## config.mk

```make
export PLATFORM = sky130hd
export DESIGN_NAME = ssm_div
export DESIGN_NICKNAME = d
export VERILOG_FILES = /design/src/rtl/ssm_div.sv
export SDC_FILE = /design/constraint.sdc
export NUM_CORES = 1
export LEC_CHECK = 0
export BUFFER_PORTS_ARGS = -buffer_cell sky130_fd_sc_hd__buf_2
export CORE_ASPECT_RATIO = 0.9
export CORE_MARGIN = 10
export CORE_UTILIZATION = 30
export CTS_CLUSTER_DIAMETER = 60
export DETAILED_ROUTE_END_ITERATION = 10
export MAX_ROUTING_LAYER = met4
export SYNTH_ARGS = -nofsm -noshare
export SYNTH_HDL_FRONTEND = slang
export SYNTH_SLANG_ARGS = --single-unit
```

## constraint.sdc

```tcl
create_clock -name clk_i -period 5.7 [get_ports clk_i]
set_input_delay 0.855 -clock clk_i [delete_from_list [all_inputs] [get_ports clk_i]]
set_output_delay 0.855 -clock clk_i [all_outputs]
set_load 0.03 [all_outputs]
```

## src/rtl/ssm_div.sv

```systemverilog
module ssm_div #(
  parameter int DW = 54,
  parameter int VW = 32
) (
  input  logic          clk_i,
  input  logic          rst_ni,
  input  logic          start_i,
  input  logic [DW-1:0] dividend_i,
  input  logic [VW-1:0] divisor_i,
  output logic          done_o,
  output logic [DW-1:0] quot_o
);

  localparam int CW = (DW > 1) ? $clog2(DW) : 1;

  logic          busy_q, busy_d;
  logic          done_q, done_d;
  logic [CW-1:0] step_q, step_d;
  logic [DW-1:0] quo_q;
  logic [VW-1:0] rem_q;
  logic [VW-1:0] dvs_q;
  logic [VW:0]   trial;
  logic [VW:0]   diff;
  logic          fits;
  logic [VW-1:0] rem_next;

  // Restoring step: shift in one dividend bit, subtract if it fits
  always_comb begin
    trial    = {rem_q, quo_q[DW-1]};
    fits     = (trial >= {1'b0, dvs_q});
    diff     = trial - {1'b0, dvs_q};
    rem_next = fits ? diff[VW-1:0] : trial[VW-1:0];
  end

  // Step counter and completion pulse
  always_comb begin
    busy_d = busy_q;
    done_d = 1'b0;
    step_d = step_q;
    if (start_i) begin
      busy_d = 1'b1;
      step_d = '0;
    end else if (busy_q) begin
      step_d = step_q + CW'(1);
      if (step_q == CW'(DW - 1)) begin
        busy_d = 1'b0;
        done_d = 1'b1;
      end
    end
  end

  always_ff @(posedge clk_i or negedge rst_ni) begin
    if (!rst_ni) begin
      busy_q <= 1'b0;
      done_q <= 1'b0;
      step_q <= '0;
    end else begin
      busy_q <= busy_d;
      done_q <= done_d;
      step_q <= step_d;
    end
  end

  // Dividend shifts out as quotient bits shift in
  always_ff @(posedge clk_i) begin
    if (start_i) begin
      quo_q <= dividend_i;
      rem_q <= '0;
      dvs_q <= divisor_i;
    end else if (busy_q) begin
      quo_q <= {quo_q[DW-2:0], fits};
      rem_q <= rem_next;
    end
  end

  assign done_o = done_q;
  assign quot_o = quo_q;

endmodule

```

==> flow_summary.yaml <==
timing:
  grt_setup_unrepaired: "no"
  final_skew_ns: 0.0132
  setup-tns-final_ns: 0
  tightest_slew_ns: 1.11
  max_freq_ghz: 0.274
  setup_viol: 0
  fin_crit_sh_pct: 64.1
  slew-limit-headroom_pct: 26.3
  final.min_clock_period_ns: 3.65
  slew_violations: 0
  finalHoldViolations: 0
setup_path:
  worst-endpoint-arrival_ns: 3.93
  worstPathBufferInverterCount: 2
  worst_path_largest_cell_delay_ns: 0.96
  cell_type_of_the_slowest_stage_on_the_worst_timing_path: "sky130_fd_sc_hd__o31ai_4"
  setup.worst_path.class: "reg2reg"
  end_kind: "flip-flop"
  cp_data_required_time_ns: 5.97
  critical-path-top-delay-family: "compound AO/OA/AOI/OAI gates"
  element_type_at_the_critical_path_start: "flip-flop"
  timing.critical_path.fanout_max: 24
  timing.critical_path.cells: "inv_1 -> ha_1 -> nand4_1 -> nor3_2 -> o2111ai_1 -> a31oi_1 -> a21oi_1 -> o31ai_4 -> buf_4 -> mux2i_1 -> a211oi_1"
floorplanning:
  chipWidth_microns: 178
  ioPinCount: 144
  initial_utilization_pct: 30.8
  die_area_sq_um: 28900
  num_rows: 51
  die_h_microns: 162
  core_area_sq_um: 21900
power:
  clock_power_share_pct: 28.2
  power_share_of_the_sequential_group_pct: 33.7
  power.leakage_uw: 0.00355
  combinationalPowerShare_pct: 38.1
  pwr_density_cell_nw_per_um2: 453
  power.switching_uw: 1380
  p_int_uw: 2380
  p_total_uw: 3760
  power.share.switching_pct: 36.7
  vdd_drop_max_uv: 182
place:
  post-dp-hpwl_microns: 12800
  place.gp.congestion: 0.803
  dpl_cell_area_sq_um: 7720
  number_of_port_buffers: 143
min_path:
  timing.hold.worst.class: "in2async"
logic_synthesis:
  postSynth.topFlopCell: "sky130_fd_sc_hd__edfxtp_1"
  cell_types_occupying_the_most_area_after_synthesis: "sky130_fd_sc_hd__edfxtp_1 (38%), sky130_fd_sc_hd__dfxtp_1 (9.5%), sky130_fd_sc_hd__mux2_2 (9.2%)"
  synth-seq-cells: 126
  yosysTopAreaCell: "sky130_fd_sc_hd__edfxtp_1"
  synth_cells: 603
  syn-cell-area_sq_um: 6740
  synthDominantCellAreaShare_pct: 38.3
  synthDistinctLibCells: 53
  synth-async-reset-ratio_pct: 6.35
  synth_edf_count: 86
  seq_area_frac_synth_pct: 50.8
  post_synthesis_net_count: 727
  synthesis.area_per_instance_sq_um: 11.2
  yosys_synthesis_warning_count: 0
drt:
  post_drt_via_cell_ratio: 4.72
  routed_vias: 4961
  final_routed_wirelength_microns: 17600
  antenna_left: 0
  detailed_routing_iterations_pass_1: 4
  dr.first_iter.drc_count: 207
  detail_route.wl_per_cell_microns: 16.7
  post_detailed_route_drc_marker_count: 0
clocking:
  cts.clk_slew.worst_paths_ns: 0.07
  sinks_on_the_clock_net: 126
  clk-insertion-delay-late_ns: 0.42
  root_buffer_cell: "sky130_fd_sc_hd__clkbuf_16"
  cts_buffers: 17
  cts.repair.resized: 0
  htree_num_levels: 4
  setup_repair_bufs_after_cts: 0
  post_cts_hold_buffer_count: 0
  clock_path_buffers: 2
  tritoncts: "built"
cells_and_area:
  multiInputGateArea_sq_um: 3020
  final_nets: 865
  final.fill_count: 2198
  area.growth.synth_to_final_pct: 23.1
  final_cell_area_sq_um: 8300
  final_layout_size_suffix_gt1_share_pct: 31.6
  layout.area.seq_sq_um: 3420
outcome:
  outcome: "finished, final reports clean"
grt:
  first_global_vias: 5233
  pin_count_of_the_biggest_net_entering_global_routing: 71
  wire_length_of_the_first_global_routing_pass_microns: 28100
  grt_antenna_before_repair: 3
  grtUsageTotal_pct: 12.8
  grt_overflow_total: 0
run:
  maxCapViolCount: 0
-- kinds of logic (layout without fill, tap and decap cells) --
family | Yosys count | after routing | synth area share (%)
multiplexers | 73 | 73 | 11.9
buffers and inverters | 71 | 222 | 4.38
AO/OA/AOI/OAI | 134 | 134 | 13.0
AND/OR/NAND/NOR | 131 | 131 | 9.06
XOR/XNOR | 33 | 33 | 4.29
adder cells (fa/ha/maj) | 35 | 35 | 6.61
other | 0 | 5 | 0
flip-flops | 126 | 126 | 50.8
-- cell usage in the layout, fill, tap and decap left out, types with 5 or more instances in the layout --
cell type / n
sky130_fd_sc_hd__buf_2: 142
sky130_fd_sc_hd__nand2_1: 41
sky130_fd_sc_hd__mux2_2: 55
sky130_fd_sc_hd__o21ai_0: 27
sky130_fd_sc_hd__a21oi_1: 32
sky130_fd_sc_hd__mux2i_1: 18
sky130_fd_sc_hd__inv_1: 41
sky130_fd_sc_hd__nand4_1: 13
sky130_fd_sc_hd__dfxtp_1: 32
sky130_fd_sc_hd__a21o_1: 17
sky130_fd_sc_hd__dfrtp_1: 8
sky130_fd_sc_hd__xor2_1: 9
sky130_fd_sc_hd__o21a_1: 6
sky130_fd_sc_hd__clkbuf_16: 17
sky130_fd_sc_hd__xnor2_1: 24
sky130_fd_sc_hd__a211oi_1: 23
sky130_fd_sc_hd__clkinv_4: 5
sky130_fd_sc_hd__nor2b_1: 7
sky130_fd_sc_hd__nor3_1: 7
sky130_fd_sc_hd__edfxtp_1: 86
sky130_fd_sc_hd__ha_1: 34
sky130_fd_sc_hd__buf_4: 6
sky130_fd_sc_hd__nor2_1: 43
sky130_fd_sc_hd__diode_2: 5
-- state kept, by name, summed over array words and instances (netlist names) --
| signal | cells |
|---|---|
| rem_q | 32 |
| quot_o | 54 |
| done_o | 1 |
| step_q | 6 |
| dvs_q | 32 |
| busy_q | 1 |
-- layer usage --
| layer | GRT usage (%) | vias up | wire length [microns] |
|---|---|---|---|
| li1 | - | 2503 | - |
| met1 | 16.7 | 2297 | 8490 |
| met2 | 18.0 | 153 | 7510 |
| met3 | 5.35 | 8 | 1440 |
| met4 | 3.07 | 0 | 138 |
| met5 | - | - | 0 |
-- through the flow --
| step | util (%) | setup WS (ns) | cells | hold WS [ns] |
|---|---|---|---|---|
| finish | 37.9 | 2.05 | 1050 | 0.266 |
| global placement | 35.3 | 2.13 | 1013 | 0.453 |
| floorplan | - | 2.86 | 603 | 0.438 |
| CTS | 37.9 | 2.01 | 1045 | 0.250 |
| detailed placement | 35.3 | 2.05 | 1013 | 0.467 |
| global route | 37.9 | 1.71 | 1048 | 0.248 |
-- worst paths after layout --
check                           startpoint   endpoint  slack, ns  depth (start not counted)
worst max-delay path             dvs_q[14]  rem_q[19]       2.05                         11
worst min-delay path                rst_ni  step_q[3]       0.27                          1
worst max register to register   dvs_q[14]  rem_q[19]       2.05                         11
worst min register to register   rem_q[31]  rem_q[31]       0.48                          2
max in group asynchronous           rst_ni  step_q[1]       5.26                          1
min in group clk_i               rem_q[31]  rem_q[31]       0.48                          2
-- cells in the mapped netlist, types with 17 or more instances --
cell type,instances
sky130_fd_sc_hd__a211oi_1,23
sky130_fd_sc_hd__a21o_1,17
sky130_fd_sc_hd__a21oi_1,32
sky130_fd_sc_hd__dfxtp_1,32
sky130_fd_sc_hd__edfxtp_1,86
sky130_fd_sc_hd__ha_1,34
sky130_fd_sc_hd__inv_1,42
sky130_fd_sc_hd__mux2_2,55
sky130_fd_sc_hd__mux2i_1,18
sky130_fd_sc_hd__nand2_1,41
sky130_fd_sc_hd__nor2_1,43
sky130_fd_sc_hd__o21ai_0,27
sky130_fd_sc_hd__xnor2_1,24
-- area by class of cell --
| cell class | count | area share [%] |
|---|---|---|
| clock buffer | 18 | 5.17 |
| sequential | 126 | 41.3 |
| inverter | 42 | 1.90 |
| timing repair buffer | 148 | 9.11 |
| multi-input combinational | 406 | 36.4 |
| clock inverter | 14 | 1.63 |
| tap | 291 | 4.39 |
| antenna | 5 | 0.151 |
-- power groups by stage --
stage / clock [uW] / combinational (uW) / sequential, uW
floorplan: 0 / 1060 / 1350
global placement: 0 / 1430 / 1280
detailed placement: 0 / 1430 / 1280
CTS: 1090 / 1440 / 1270
global route: 1130 / 1600 / 1290
finish: 1060 / 1430 / 1270
Power figures use the tool's default switching activity.
