==> src/rtl/ssm_ram.sv <==
module ssm_ram #(
  parameter int Width = 16,
  parameter int Depth = 128,
  localparam int Aw = (Depth > 1) ? $clog2(Depth) : 1
) (
  input  logic             clk_i,
  input  logic             we_i,
  input  logic [Aw-1:0]    waddr_i,
  input  logic [Width-1:0] wdata_i,
  input  logic             re_i,
  input  logic [Aw-1:0]    raddr_i,
  output logic [Width-1:0] rdata_o
);

  logic [Width-1:0] mem_q [Depth];
  logic [Width-1:0] rdata_q;

  // One write port, one registered read port
  always_ff @(posedge clk_i) begin
    if (we_i) begin
      mem_q[waddr_i] <= wdata_i;
    end
    if (re_i) begin
      rdata_q <= mem_q[raddr_i];
    end
  end

  assign rdata_o = rdata_q;

endmodule

==> config.mk <==
export PLATFORM = sky130hd
export DESIGN_NAME = ssm_ram
export DESIGN_NICKNAME = d
export VERILOG_FILES = /design/src/rtl/ssm_ram.sv
export SDC_FILE = /design/constraint.sdc
export NUM_CORES = 2
export LEC_CHECK = 0
export BUFFER_PORTS_ARGS = -buffer_cell sky130_fd_sc_hd__buf_2
export CAP_MARGIN = 10
export CORE_ASPECT_RATIO = 0.6
export CORE_UTILIZATION = 55
export DETAILED_ROUTE_END_ITERATION = 10
export PLACE_DENSITY = 0.73
export SLEW_MARGIN = 20
export SYNTH_ARGS = -nofsm -noshare
export SYNTH_HDL_FRONTEND = slang
export SYNTH_SLANG_ARGS = --single-unit
==> constraint.sdc <==
create_clock -name clk_i -period 3.25 [get_ports clk_i]
set_clock_uncertainty 0.05 [all_clocks]
set_input_delay 0.65 -clock clk_i [delete_from_list [all_inputs] [get_ports clk_i]]
set_output_delay 0.65 -clock clk_i [all_outputs]
set_load 0.005 [all_outputs]
==> report_table.html <==
<table>
<tr><th>Metric</th><th>Value</th></tr>
<tr><th colspan="2">Run status</th></tr>
<tr><td>Status</td><td>complete, no violations</td></tr>
<tr><th colspan="2">Detailed routing</th></tr>
<tr><td>Number of routed nets with antenna violations</td><td>0</td></tr>
<tr><td>Mean routed wirelength per cell</td><td>36.35 µm</td></tr>
<tr><td>Starting DRC count in detailed routing</td><td>5,958</td></tr>
<tr><td>Vias per cell</td><td>6.692</td></tr>
<tr><td>Length of the first detailed-routing pass in iterations</td><td>6</td></tr>
<tr><td>Number of vias in the routed layout</td><td>36,820</td></tr>
<tr><td>Total detailed-routing wirelength</td><td>200.0 mm</td></tr>
<tr><td>DR DRC count</td><td>0</td></tr>
<tr><th colspan="2">Clock tree</th></tr>
<tr><td>Clock tree root buffer cell</td><td>clkbuf_16</td></tr>
<tr><td>Number of hold-repair buffers added at the cts stage</td><td>0</td></tr>
<tr><td>Number of clock sinks seen by CTS</td><td>2,064</td></tr>
<tr><td>Register clock-pin slew on the reported worst setup and hold paths</td><td>0.07 ns</td></tr>
<tr><td>H-tree levels</td><td>4</td></tr>
<tr><td>Number of post-CTS setup repair buffers</td><td>0</td></tr>
<tr><td>Inserted Clock Buffers</td><td>172</td></tr>
<tr><td>CTS resizes</td><td>0</td></tr>
<tr><td>Worst-case clock buffer depth</td><td>3</td></tr>
<tr><td>Clk_lat worst skew</td><td>0.80 ns</td></tr>
<tr><td>Clock tree from TritonCTS</td><td>yes</td></tr>
<tr><th colspan="2">Yosys</th></tr>
<tr><td>Sequential element share of the synthesized area</td><td>78.77%</td></tr>
<tr><td>Synthesized area per cell</td><td>25.50 µm²</td></tr>
<tr><td>Syn Nets</td><td>3,119</td></tr>
<tr><td>FF+latch count, synth</td><td>2,064</td></tr>
<tr><td>Synth top area cells</td><td>edfxtp_1, mux4_2, nor2_1</td></tr>
<tr><td>Largest area contributor in the netlist</td><td>edfxtp_1</td></tr>
<tr><td>Yosys warning total</td><td>0</td></tr>
<tr><td>Post-Synthesis Cell Area</td><td>78,680 µm²</td></tr>
<tr><td>Gate count after technology mapping</td><td>3,086</td></tr>
<tr><td>Post-synth cell types</td><td>16</td></tr>
<tr><td>Fraction of synthesized cell area taken by the top area cell type</td><td>78.77%</td></tr>
<tr><th colspan="2">Power</th></tr>
<tr><td>Clock power frac</td><td>38.3%</td></tr>
<tr><td>Cell Int Power</td><td>0.04144 W</td></tr>
<tr><td>Net Sw Frac</td><td>21.22%</td></tr>
<tr><td>Comb pwr share</td><td>5.7%</td></tr>
<tr><td>Maximum resistive drop on vdd</td><td>0.5085 mV</td></tr>
<tr><td>Flop pwr share</td><td>56.0%</td></tr>
<tr><td>Static leakage power</td><td>27.70 nW</td></tr>
<tr><td>Total power per unit cell area</td><td>589.5 nW/µm²</td></tr>
<tr><td>Reported net switching power</td><td>0.01116 W</td></tr>
<tr><th colspan="2">Global routing</th></tr>
<tr><td>Routing usage on met1</td><td>40.16%</td></tr>
<tr><td>Routing layer with the top usage in global route</td><td>met1</td></tr>
<tr><td>M2 GR Usage</td><td>39.66%</td></tr>
<tr><td>Vias in the first global route</td><td>36,900</td></tr>
<tr><td>Antenna violations before repair</td><td>36</td></tr>
<tr><td>Maximum number of pins on one net before global-route repair</td><td>129</td></tr>
<tr><td>Overall global routing resource usage</td><td>28.18%</td></tr>
<tr><td>Met3 demand-to-capacity share in global routing</td><td>12.60%</td></tr>
<tr><td>Total grt overflow</td><td>0</td></tr>
<tr><td>Global-route wire length before repair</td><td>279.7 mm</td></tr>
<tr><th colspan="2">Setup path</th></tr>
<tr><td>Worst path arrival time</td><td>3.41 ns</td></tr>
<tr><td>Worst flop-to-flop path endpoint</td><td>rdata_o[11]$_DFFE_PP_</td></tr>
<tr><td>Number of cells on the worst reg-to-reg path</td><td>4</td></tr>
<tr><td>Worst reg2reg setup slack</td><td>0.45 ns</td></tr>
<tr><td>Largest fanout on the critical path</td><td>19</td></tr>
<tr><td>Capturing element type of the critical path</td><td>flip-flop</td></tr>
<tr><td>Element type at the critical path start</td><td>input pin</td></tr>
<tr><td>Critical path required time</td><td>3.74 ns</td></tr>
<tr><td>Critical Path Source</td><td>raddr_i[0]</td></tr>
<tr><td>Reg-to-reg critical path startpoint</td><td>mem_q[18][11]$_DFFE_PP_</td></tr>
<tr><td>Critical setup path kind</td><td>in2reg</td></tr>
<tr><th colspan="2">STA</th></tr>
<tr><td>Tightest slew margin relative to the limit</td><td>42.07%</td></tr>
<tr><td>Number of endpoints with negative hold slack in the final report</td><td>0</td></tr>
<tr><td>Final hold slack</td><td>0.1928 ns</td></tr>
<tr><td>Fmax</td><td>0.3420 GHz</td></tr>
<tr><td>Final setup violation count</td><td>0</td></tr>
<tr><td>Transition at the pin with the smallest max-transition slack</td><td>0.8689 ns</td></tr>
<tr><td>Setup repair after global routing missed its margin</td><td>false</td></tr>
<tr><td>Final WS setup</td><td>0.3258 ns</td></tr>
<tr><td>Part of the cycle the worst path needs</td><td>89.98%</td></tr>
<tr><td>Min Clock Period, post-route</td><td>2.924 ns</td></tr>
<tr><td>Number of max-slew violations in the final report</td><td>0</td></tr>
<tr><th colspan="2">Worst hold path</th></tr>
<tr><td>Startpoint of the tightest hold check path</td><td>wdata_i[0]</td></tr>
<tr><td>Min-Delay Path Depth</td><td>1</td></tr>
<tr><td>Classification of the worst-slack hold path</td><td>in2reg</td></tr>
<tr><td>Terminating pin of the worst hold path</td><td>mem_q[42][0]$_DFFE_PP_</td></tr>
<tr><th colspan="2">Cells and area</th></tr>
<tr><td>Layout cell share with drive strength beyond 1</td><td>35.73%</td></tr>
<tr><td>Multi-input logic area</td><td>16,060 µm²</td></tr>
<tr><td>Number of filler instances in the final layout</td><td>8,977</td></tr>
<tr><td>Most frequent standard cell in the layout excluding fill and tap cells</td><td>edfxtp_1</td></tr>
<tr><td>Most frequent cells in the layout</td><td>edfxtp_1, mux4_2, buf_4</td></tr>
<tr><td>Area grow syn2layout</td><td>13.42%</td></tr>
<tr><td>Post-layout util</td><td>62.89%</td></tr>
<tr><td>Total area of sequential cells</td><td>61,980 µm²</td></tr>
<tr><td>Number of nets in the final layout</td><td>3,476</td></tr>
<tr><th colspan="2">Place</th></tr>
<tr><td>Count of buffers inserted at the top-level ports</td><td>48</td></tr>
<tr><td>Worst setup slack before clock tree synthesis</td><td>-0.4441 ns</td></tr>
<tr><td>Post-DP HPWL</td><td>122.9 mm</td></tr>
<tr><td>Weighted congestion reported at the end of routability-driven placement</td><td>0.9022</td></tr>
<tr><th colspan="2">Floorplan</th></tr>
<tr><td>Initial core utilization</td><td>55.45%</td></tr>
<tr><td>Std-Cell Core Area</td><td>141,900 µm²</td></tr>
<tr><td>Row count</td><td>107</td></tr>
<tr><td>Die span in y</td><td>295.0 µm</td></tr>
<tr><td>Chip width</td><td>490.3 µm</td></tr>
<tr><td>IO Count</td><td>49</td></tr>
<tr><td>Total Die Area</td><td>144,600 µm²</td></tr>
<tr><th colspan="2">Job</th></tr>
<tr><td>Maximum capacitance violations</td><td>0</td></tr>
</table>
synthesized netlist by cell type:
library cell and n:
mux2_2 16, mux4_2 672, or3_1 1, nand2_1 14
nor2_1 122, buf_6 1, buf_1 28, nor2b_1 7
clkbuf_1 82, edfxtp_1 2064, nor3_1 9, buf_2 52
nand4_1 3, nand2b_1 2, nand3_1 12, buf_4 1
cells by family (layout without fill, tap and decap cells):
| kind of cell | after synthesis | count (layout) | synth area share, % |
|---|---|---|---|
| other | 0 | 15 | 0 |
| multiplexers | 688 | 688 | 19.46 |
| flip-flops | 2064 | 2064 | 78.77 |
| buffers and inverters | 164 | 658 | 0.8794 |
| AND/OR/NAND/NOR | 170 | 170 | 0.8857 |
registers in the layout (all words and copies together) (netlist names):
register  flops
mem_q      2048
rdata_o      16
per-layer routing:
layer,up-vias,wire [µm]
met3,321,34210
met1,19560,73040
met2,2734,87740
met5,-,75
met4,12,4931
li1,14190,-
layout make-up:
type,count,area share (%)
flip-flops and latches,2064,69.45
multi-input cells,858,17.99
clock buffers,207,5.018
repair buffers,347,3.864
well taps,1907,2.674
clock inverters,104,0.9590
diodes,15,0.04206
power groups by stage:
| stage | registers, W | clock network (W) | logic, W |
|---|---|---|---|
| floorplan | 0.0300 | 0 | 0.00145 |
| CTS | 0.0295 | 0.0203 | 0.00296 |
| detailed placement | 0.0301 | 0 | 0.00293 |
| finish | 0.0295 | 0.0201 | 0.00300 |
| global route | 0.0295 | 0.0213 | 0.00311 |
| global placement | 0.0300 | 0 | 0.00284 |
worst max-delay path by stage:
stage                                       to  depth (start not counted)
final                     rdata_o[4]$_DFFE_PP_                          8
after global routing      rdata_o[3]$_DFFE_PP_                          7
after CTS                 rdata_o[3]$_DFFE_PP_                          7
after detailed placement  rdata_o[4]$_DFFE_PP_                          7
after global placement    rdata_o[7]$_DFFE_PP_                          7
after floorplan           rdata_o[0]$_DFFE_PP_                          7
metrics by stage:
stage	power [W]	cell area, µm²	cells	setup TNS [ns]
after floorplan	0.03146	78750	3086	0
after CTS	0.05272	89200	5487	0
after global placement	0.03289	83870	5176	-6.024
after detailed placement	0.03299	83870	5176	-6.292
after global routing	0.05385	89220	5492	0
final	0.05261	89240	5502	0
worst max-delay path, cell delays in order:
cell and delay [ns]:
buf_8 0.15, buf_12 0.24, buf_4 0.21, buf_12 0.17, mux4_2 0.54, mux4_2 0.63, mux4_2 0.51, mux2_2 0.29
Note: power is estimated with default switching activity, not from simulation.
